==> config.mk <==
export PLATFORM = sky130hd
export DESIGN_NAME = led_matrix_spiral_animator_core
export DESIGN_NICKNAME = d
export VERILOG_FILES = /design/src/rtl/lmsa_pkg.sv /design/src/rtl/lmsa_walker.sv /design/src/rtl/lmsa_frame.sv /design/src/rtl/led_matrix_spiral_animator_core.sv
export SDC_FILE = /design/constraint.sdc
export NUM_CORES = 1
export LEC_CHECK = 0
export BUFFER_PORTS_ARGS = -buffer_cell sky130_fd_sc_hd__buf_2
export CAP_MARGIN = 10
export CORE_ASPECT_RATIO = 0.6
export CORE_UTILIZATION = 40
export DETAILED_ROUTE_END_ITERATION = 10
export GPL_TIMING_DRIVEN = 0
export PLACE_DENSITY = 0.53
export SLEW_MARGIN = 15
export SYNTH_ARGS = -nofsm -noshare
export SYNTH_HDL_FRONTEND = slang
export SYNTH_HIERARCHICAL = 1
export SYNTH_SLANG_ARGS = --single-unit
==> constraint.sdc <==
create_clock -name clk -period 5.3 [get_ports clk]
set_clock_uncertainty 0.2 [all_clocks]
set_input_delay 0.265 -clock clk [delete_from_list [all_inputs] [get_ports clk]]
set_output_delay 0.265 -clock clk [all_outputs]
set_load 0.05 [all_outputs]
==> src/rtl/lmsa_pkg.sv <==
// ----------------------------------------------------------------------------
// lmsa_pkg
// Shared types and constants for the spiral animator of a multiplexed LED
// matrix: register map, register widths and reset values, walker phases.
// ----------------------------------------------------------------------------
package lmsa_pkg;

    // Configuration register map.
    localparam int CFG_IDX_W  = 1;
    localparam int CFG_DATA_W = 8;

    localparam logic [CFG_IDX_W-1:0] CFG_DWELL_BASE = 1'd0;
    localparam logic [CFG_IDX_W-1:0] CFG_DWELL_STEP = 1'd1;

    // Register widths and reset values.
    localparam int DWELL_BASE_W = 8;
    localparam int DWELL_STEP_W = 6;

    localparam logic [DWELL_BASE_W-1:0] DWELL_BASE_RESET = 8'd10;
    localparam logic [DWELL_STEP_W-1:0] DWELL_STEP_RESET = 6'd3;

    localparam int DWELL_BASE_MAX = (2 ** DWELL_BASE_W) - 1;
    localparam int DWELL_STEP_MAX = (2 ** DWELL_STEP_W) - 1;

    // Output field widths.
    localparam int OUT_W      = 8;
    localparam int RING_OUT_W = 2;

    // Edge of the current ring that the walker is on, in clockwise order.
    typedef enum logic [1:0] {
        PHASE_TOP    = 2'd0,
        PHASE_RIGHT  = 2'd1,
        PHASE_BOTTOM = 2'd2,
        PHASE_LEFT   = 2'd3
    } phase_t;

endpackage

==> src/rtl/lmsa_walker.sv <==
// ----------------------------------------------------------------------------
// lmsa_walker
// Spiral walker and dwell counter. Requests one pixel inversion at the start
// of each dwell and steps clockwise through the rings when a dwell runs out.
// ----------------------------------------------------------------------------
module lmsa_walker
    import lmsa_pkg::*;
#(
    parameter int MATRIX_SIDE = 8
)
(
    input  logic                                 clk,
    input  logic                                 rst_n,
    input  logic                                 tick_en,
    input  logic [DWELL_BASE_W-1:0]              dwell_base,
    input  logic [DWELL_STEP_W-1:0]              dwell_step,
    output logic                                 toggle_en,
    output logic [$clog2(MATRIX_SIDE)-1:0]       toggle_row,
    output logic [$clog2(MATRIX_SIDE)-1:0]       toggle_col,
    output logic [((MATRIX_SIDE/2 > 1) ? $clog2(MATRIX_SIDE/2) : 1)-1:0] ring
);

    localparam int RC_W    = $clog2(MATRIX_SIDE);
    localparam int RINGS   = MATRIX_SIDE / 2;
    localparam int RING_W  = (RINGS > 1) ? $clog2(RINGS) : 1;
    localparam int LEN_W   = $clog2(MATRIX_SIDE + 1);
    localparam int DWELL_W =
        $clog2((DWELL_BASE_MAX + DWELL_STEP_MAX * (RINGS - 1)) * MATRIX_SIDE + 1);

    logic [RING_W-1:0]  ring_reg,  ring_next;
    phase_t             phase_reg, phase_next;
    logic [RC_W-1:0]    pos_reg,   pos_next;
    logic [DWELL_W-1:0] dwell_reg, dwell_next;

    logic [DWELL_BASE_W-1:0] base_eff;
    logic [DWELL_W-1:0]      dwell_load;
    logic [DWELL_W-1:0]      dwell_cur;
    logic [RC_W-1:0]         lo;
    logic [RC_W-1:0]         hi;
    logic [LEN_W-1:0]        ring_len;
    logic [LEN_W-1:0]        edge_len;
    logic [LEN_W-1:0]        pos_inc;

    // A toggle is due on a tick when the dwell count has run down to zero.
    assign toggle_en = tick_en && (dwell_reg == '0);
    assign ring      = ring_reg;

    // Dwell length for the current ring; a zero base counts as one.
    always_comb
    begin
        base_eff   = (dwell_base == '0) ? DWELL_BASE_W'(1) : dwell_base;
        dwell_load = (DWELL_W'(base_eff) + DWELL_W'(dwell_step) * DWELL_W'(ring_reg))
                     * DWELL_W'(MATRIX_SIDE);
        dwell_cur  = (dwell_reg == '0) ? dwell_load : dwell_reg;
    end

    // Pixel under the walker.
    always_comb
    begin
        lo = RC_W'(ring_reg);
        hi = RC_W'(MATRIX_SIDE - 1) - lo;
        case (phase_reg)
            PHASE_TOP:
            begin
                toggle_row = lo;
                toggle_col = lo + pos_reg;
            end
            PHASE_RIGHT:
            begin
                toggle_row = lo + RC_W'(1) + pos_reg;
                toggle_col = hi;
            end
            PHASE_BOTTOM:
            begin
                toggle_row = hi;
                toggle_col = hi - RC_W'(1) - pos_reg;
            end
            default:
            begin
                toggle_row = hi - RC_W'(1) - pos_reg;
                toggle_col = lo;
            end
        endcase
    end

    // Next walker position. The left edge of a two-wide ring is empty and is
    // skipped straight to the top edge of the next ring.
    always_comb
    begin
        ring_len = LEN_W'(MATRIX_SIDE) - (LEN_W'(ring_reg) << 1);
        case (phase_reg)
            PHASE_TOP:  edge_len = ring_len;
            PHASE_LEFT: edge_len = ring_len - LEN_W'(2);
            default:    edge_len = ring_len - LEN_W'(1);
        endcase
        pos_inc = LEN_W'(pos_reg) + LEN_W'(1);

        ring_next  = ring_reg;
        phase_next = phase_reg;
        pos_next   = pos_reg;
        dwell_next = dwell_reg;

        if (tick_en)
        begin
            dwell_next = dwell_cur - DWELL_W'(1);
            if (dwell_next == '0)
            begin
                if (pos_inc < edge_len)
                begin
                    pos_next = RC_W'(pos_inc);
                end
                else
                begin
                    pos_next = '0;
                    if ((phase_reg == PHASE_LEFT) ||
                        ((phase_reg == PHASE_BOTTOM) && (ring_len == LEN_W'(2))))
                    begin
                        phase_next = PHASE_TOP;
                        ring_next  = (ring_reg == RING_W'(RINGS - 1)) ?
                                     '0 : ring_reg + RING_W'(1);
                    end
                    else if (phase_reg == PHASE_TOP)
                    begin
                        phase_next = PHASE_RIGHT;
                    end
                    else if (phase_reg == PHASE_RIGHT)
                    begin
                        phase_next = PHASE_BOTTOM;
                    end
                    else
                    begin
                        phase_next = PHASE_LEFT;
                    end
                end
            end
        end
    end

    // Walker and dwell registers.
    always_ff @(posedge clk or negedge rst_n)
    begin
        if (!rst_n)
        begin
            ring_reg  <= '0;
            phase_reg <= PHASE_TOP;
            pos_reg   <= '0;
            dwell_reg <= '0;
        end
        else
        begin
            ring_reg  <= ring_next;
            phase_reg <= phase_next;
            pos_reg   <= pos_next;
            dwell_reg <= dwell_next;
        end
    end

endmodule

==> src/rtl/lmsa_frame.sv <==
// ----------------------------------------------------------------------------
// lmsa_frame
// One-bit frame store, one row vector per matrix row. Applies the walker's
// pixel inversion and reads out the rows of the column being scanned.
// ----------------------------------------------------------------------------
module lmsa_frame
    import lmsa_pkg::*;
#(
    parameter int MATRIX_SIDE = 8
)
(
    input  logic                           clk,
    input  logic                           rst_n,
    input  logic                           toggle_en,
    input  logic [$clog2(MATRIX_SIDE)-1:0] toggle_row,
    input  logic [$clog2(MATRIX_SIDE)-1:0] toggle_col,
    input  logic [$clog2(MATRIX_SIDE)-1:0] scan_col,
    output logic [MATRIX_SIDE-1:0]         col_rows
);

    localparam int RC_W = $clog2(MATRIX_SIDE);

    logic [MATRIX_SIDE-1:0] frame_reg  [MATRIX_SIDE];
    logic [MATRIX_SIDE-1:0] frame_next [MATRIX_SIDE];
    logic [MATRIX_SIDE-1:0] col_mask;

    // Apply the inversion to its row; the column readout sees the new value.
    always_comb
    begin
        col_mask = '0;
        col_mask[toggle_col] = 1'b1;
        for (int j = 0; j < MATRIX_SIDE; j++)
        begin
            frame_next[j] = frame_reg[j];
            if (toggle_en && (toggle_row == RC_W'(j)))
            begin
                frame_next[j] = frame_reg[j] ^ col_mask;
            end
            col_rows[j] = frame_next[j][scan_col];
        end
    end

    // Frame storage; reset lights every pixel.
    always_ff @(posedge clk or negedge rst_n)
    begin
        if (!rst_n)
        begin
            for (int j = 0; j < MATRIX_SIDE; j++)
            begin
                frame_reg[j] <= '1;
            end
        end
        else
        begin
            for (int j = 0; j < MATRIX_SIDE; j++)
            begin
                frame_reg[j] <= frame_next[j];
            end
        end
    end

endmodule

==> src/rtl/led_matrix_spiral_animator_core.sv <==
// ----------------------------------------------------------------------------
// led_matrix_spiral_animator_core
// Column scan driver for a multiplexed square LED matrix with a spiral
// pixel-inversion animation and a plain register write port.
// ----------------------------------------------------------------------------
// An accepted input beat shows up as an output beat in the next cycle.
// Throughput: one beat per cycle while the output is not stalled; the output
// register is refilled in the same cycle that its beat is taken.
// Reset: asynchronous, active low; frame all ones, scan, walker and dwell
// counters at zero, registers at their reset values, output empty.
module led_matrix_spiral_animator_core
    import lmsa_pkg::*;
#(
    parameter int MATRIX_SIDE = 8
)
(
    input  logic                  clk,
    input  logic                  rst_n,
    // Configuration port.
    input  logic                  cfg_we,
    input  logic [CFG_IDX_W-1:0]  cfg_index,
    input  logic [CFG_DATA_W-1:0] cfg_data,
    // Input channel.
    input  logic                  in_valid,
    output logic                  in_stall,
    input  logic                  slot_tick,
    // Output channel.
    output logic                  out_valid,
    input  logic                  out_stall,
    output logic [OUT_W-1:0]      column_select,
    output logic [OUT_W-1:0]      row_levels,
    output logic [RING_OUT_W-1:0] ring_index
);

    localparam int RC_W   = $clog2(MATRIX_SIDE);
    localparam int RINGS  = MATRIX_SIDE / 2;
    localparam int RING_W = (RINGS > 1) ? $clog2(RINGS) : 1;

    logic [DWELL_BASE_W-1:0] dwell_base_reg;
    logic [DWELL_STEP_W-1:0] dwell_step_reg;
    logic [RC_W-1:0]         scan_col_reg;
    logic                    out_valid_reg;
    logic [OUT_W-1:0]        column_select_reg;
    logic [OUT_W-1:0]        row_levels_reg;
    logic [RING_OUT_W-1:0]   ring_index_reg;

    logic                    accept;
    logic                    tick_en;
    logic                    toggle_en;
    logic [RC_W-1:0]         toggle_row;
    logic [RC_W-1:0]         toggle_col;
    logic [RING_W-1:0]       ring;
    logic [MATRIX_SIDE-1:0]  col_rows;
    logic [OUT_W-1:0]        column_select_next;
    logic [OUT_W-1:0]        row_levels_next;

    // Handshake: take a beat whenever the output register is free or drains.
    assign in_stall = out_valid_reg && out_stall;
    assign accept   = in_valid && !in_stall;
    assign tick_en  = accept && slot_tick;

    // Configuration registers.
    always_ff @(posedge clk or negedge rst_n)
    begin
        if (!rst_n)
        begin
            dwell_base_reg <= DWELL_BASE_RESET;
            dwell_step_reg <= DWELL_STEP_RESET;
        end
        else if (cfg_we)
        begin
            unique case (cfg_index)
                CFG_DWELL_BASE: dwell_base_reg <= cfg_data[DWELL_BASE_W-1:0];
                CFG_DWELL_STEP: dwell_step_reg <= cfg_data[DWELL_STEP_W-1:0];
                default:        ;
            endcase
        end
    end

    lmsa_walker #(
        .MATRIX_SIDE (MATRIX_SIDE)
    ) u_walker (
        .clk        (clk),
        .rst_n      (rst_n),
        .tick_en    (tick_en),
        .dwell_base (dwell_base_reg),
        .dwell_step (dwell_step_reg),
        .toggle_en  (toggle_en),
        .toggle_row (toggle_row),
        .toggle_col (toggle_col),
        .ring       (ring)
    );

    lmsa_frame #(
        .MATRIX_SIDE (MATRIX_SIDE)
    ) u_frame (
        .clk        (clk),
        .rst_n      (rst_n),
        .toggle_en  (toggle_en),
        .toggle_row (toggle_row),
        .toggle_col (toggle_col),
        .scan_col   (scan_col_reg),
        .col_rows   (col_rows)
    );

    // Map the scanned column onto the 8-bit output fields.
    always_comb
    begin
        column_select_next = '0;
        row_levels_next    = '0;
        for (int i = 0; i < OUT_W; i++)
        begin
            if (i < MATRIX_SIDE)
            begin
                column_select_next[i] = (scan_col_reg == RC_W'(i));
                row_levels_next[i]    = col_rows[i];
            end
        end
    end

    // Scan column counter.
    always_ff @(posedge clk or negedge rst_n)
    begin
        if (!rst_n)
        begin
            scan_col_reg <= '0;
        end
        else if (tick_en)
        begin
            scan_col_reg <= (scan_col_reg == RC_W'(MATRIX_SIDE - 1)) ?
                            '0 : scan_col_reg + RC_W'(1);
        end
    end

    // Output register valid flag.
    always_ff @(posedge clk or negedge rst_n)
    begin
        if (!rst_n)
        begin
            out_valid_reg <= 1'b0;
        end
        else if (accept)
        begin
            out_valid_reg <= 1'b1;
        end
        else if (!out_stall)
        begin
            out_valid_reg <= 1'b0;
        end
    end

    // Output payload.
    always_ff @(posedge clk)
    begin
        if (accept)
        begin
            column_select_reg <= column_select_next;
            row_levels_reg    <= row_levels_next;
            ring_index_reg    <= RING_OUT_W'(ring);
        end
    end

    assign out_valid     = out_valid_reg;
    assign column_select = column_select_reg;
    assign row_levels    = row_levels_reg;
    assign ring_index    = ring_index_reg;

endmodule

==> flow_metrics.tcl <==
set metrics [dict create \
    status "finished clean" \
    min_path_type "in2reg" \
    die_h_um 104 \
    syn_area_mm2 0.00693 \
    post_drt_wl_per_cell_um 17.9 \
    routabilityCongestion 0.862 \
    yosys-top-cells-count "dfstp_2, nor2_1, xor2_1" \
    clk_latency_ns 0.41 \
    r2r_end "u_walker/ring[1]" \
    p_leak_nw 3.66 \
    r2r_slack_ns 0.43 \
    worstPathArrival_ns 4.96 \
    maxCapViolCount 0 \
    grt_max_degree 75 \
    cts_tree "built" \
    fin_crit_sh 0.919 \
    start_util 0.418 \
    ys_seq_area_frac 0.455 \
    critical_path_class "reg2reg" \
    numCtsBuffers 17 \
    clock_path_buffers 2 \
    min_from "slot_tick" \
    first_pass_iters 5 \
    async_flop_share 0.849 \
    avgSynthCellArea_um2 10.9 \
    synth_top_area_share 0.258 \
    critPathLaunchType "flop" \
    dp.final_hpwl_um 11900 \
    grt_first_pass_wirelength_um 27600 \
    via_per_inst 5.30 \
    clock_sinks 119 \
    cts_root_buf "clkbuf_16" \
    tightest_slew_ns 1.13 \
    die_w_um 172 \
    synthCells 636 \
    crit_start "u_walker/ring[1]" \
    vias 4990 \
    antenna_found_initial 0 \
    initialDrtViolationCount 458 \
    period_minus_slack_ns 4.87 \
    ant_nets 0 \
    synth_top_cell_by_area "dfstp_2" \
    die_area_mm2 0.0179 \
    ys_ff_latch 119 \
    finalSetupViolCount 0 \
    setup_tns_ns 0 \
    grt_pass1_vias 5010 \
    rr_worst_depth 13 \
    end_kind "flop" \
    io_pins 35 \
    synth_area_leaders "dfstp_2, dfrtp_1, edfxtp_1" \
    drive_gt1_frac 0.275 \
    hold_viol 0 \
    gr-total-overflow 0 \
    slew_viol_final 0 \
    h-tree-depth 4 \
    drt-total-wl_um 16800 \
    clk_pin_slew_worst_paths_ns 0.06 \
    worst-path-max-fanout 10 \
    max-slew-margin-rel 0.249 \
    area_growth_pct 17.4 \
    port-buffer-count 34 \
    synth.distinct_cells 79 \
    drc 0 \
    r2r-start "u_walker/ring[1]" \
    fin_total_pwr_mw 3.04 \
    synthFlopType "dfstp_2" \
    cp_data_required_time_ns 5.39 \
    yosysWarnings 6 \
    fp-row-count 36 \
    n_antenna_cell 0 \
    largest_register_ffs 64 \
    vdd_drop_max_uv 250 \
    rsz0062_at_grt "false" \
    synth.most_common_cell "dfstp_2" \
    fmax_ghz 0.205 \
    synth_fp_nets 690 \
    synth_edf_count 18 \
    core_area_mm2 0.0166 \
    finalNetCount 754 \
    critical_path.endpoint "u_walker/ring[1]" \
    power_density_mw_per_mm2 374 \
    track_usage 0.205 \
]
==> logic make-up (layout without fill, tap and decap cells) <==
kind of cell	count (synthesis)	count (layout)	share of synthesized area
multiplexers	38	38	0.0789
adder cells (fa/ha/maj)	39	39	0.0791
flip-flops	119	119	0.455
buffers and inverters	66	143	0.0413
XOR/XNOR	57	57	0.0720
AND/OR/NAND/NOR	192	192	0.153
AO/OA/AOI/OAI	125	125	0.121
==> power by group <==
group | switching (mW) | internal [mW] | total, mW
registers | 0.100 | 1.04 | 1.14
clock network | 0.438 | 0.731 | 1.17
logic | 0.482 | 0.256 | 0.738
==> through the flow <==
step | cell area, um2 | util | cells | setup WS (ns) | hold slack, ns
4_1_cts | 8130 | 0.491 | 941 | 0.310 | 0.00568
3_3_place_gp | 7390 | 0.446 | 898 | 0.415 | 0.290
5_1_grt | 8130 | 0.491 | 941 | 0.0780 | 0.0349
6_report | 8130 | 0.491 | 941 | 0.427 | 0.0237
3_5_place_dp | 7420 | 0.448 | 899 | 0.342 | -0.0443
2_1_floorplan | 6930 | - | 636 | 0.992 | -0.231
==> worst min path at each step <==
stage | cells past startpoint | endpoint | slack (ns)
detailed placement | 1 | u_walker/pos_reg[0] | -0.04
floorplan | 0 | dwell_base_reg[0] | -0.23
global placement | 2 | out_valid | 0.29
finish | 3 | scan_col_reg[2] | 0.02
global route | 3 | scan_col_reg[2] | 0.03
CTS | 3 | scan_col_reg[2] | 0.006
==> area by class of cell <==
cell class                      count  area (um2)
Buffer                             32         160
Sequential cell                   119        3150
Tap cell                          228         285
Inverter                           34         128
Timing Repair Buffer               45         304
Fill cell                        1537        8440
Multi-Input combinational cell    451        3490
Clock buffer                       21         503
Clock inverter                     11         110
==> cells in the final DEF, fill, tap and decap left out, types with 9 or more instances in the layout <==
master / count
a2111oi_0: 9
a21oi_1: 32
and2_1: 9
buf_2: 40
clkbuf_1: 18
clkbuf_16: 19
dfrtp_1: 33
dfstp_2: 68
dlygate4sd3_1: 10
edfxtp_1: 18
ha_1: 31
inv_1: 34
mux2_2: 10
mux2_4: 9
nand2_1: 39
nor2_1: 66
o21ai_0: 19
or3_1: 21
xor2_1: 52
==> critical path, cell delays in order, from the launching register on <==
cell	delay (ns)
dfrtp_1	0.45
clkbuf_1	0.45
and2_1	0.24
fa_1	0.41
ha_1	0.24
fa_1	0.41
a211oi_1	0.40
o21ba_2	0.24
a2bb2o_1	0.30
a21boi_1	0.30
nor4b_2	0.29
nor3_2	0.14
nor4_4	0.34
mux2_1	0.34
==> timing repair <==
action | 4_1_cts | 5_1_grt
buffers inserted | 0 | 0
resized for setup | 0 | 2
endpoints found under the setup margin | 0 | 2
hold buffers | 10 | 0
endpoints found under the hold margin | 72 | 0
==> per-layer routing <==
layer,vias up,global-route usage,part of all wire
met3,14,0.0453,0.056
met1,2457,0.326,0.54
met5,-,0,0
met2,139,0.272,0.40
met4,0,0.0525,0.0097
li1,2380,-,-
Power figures use the tool's default switching activity.
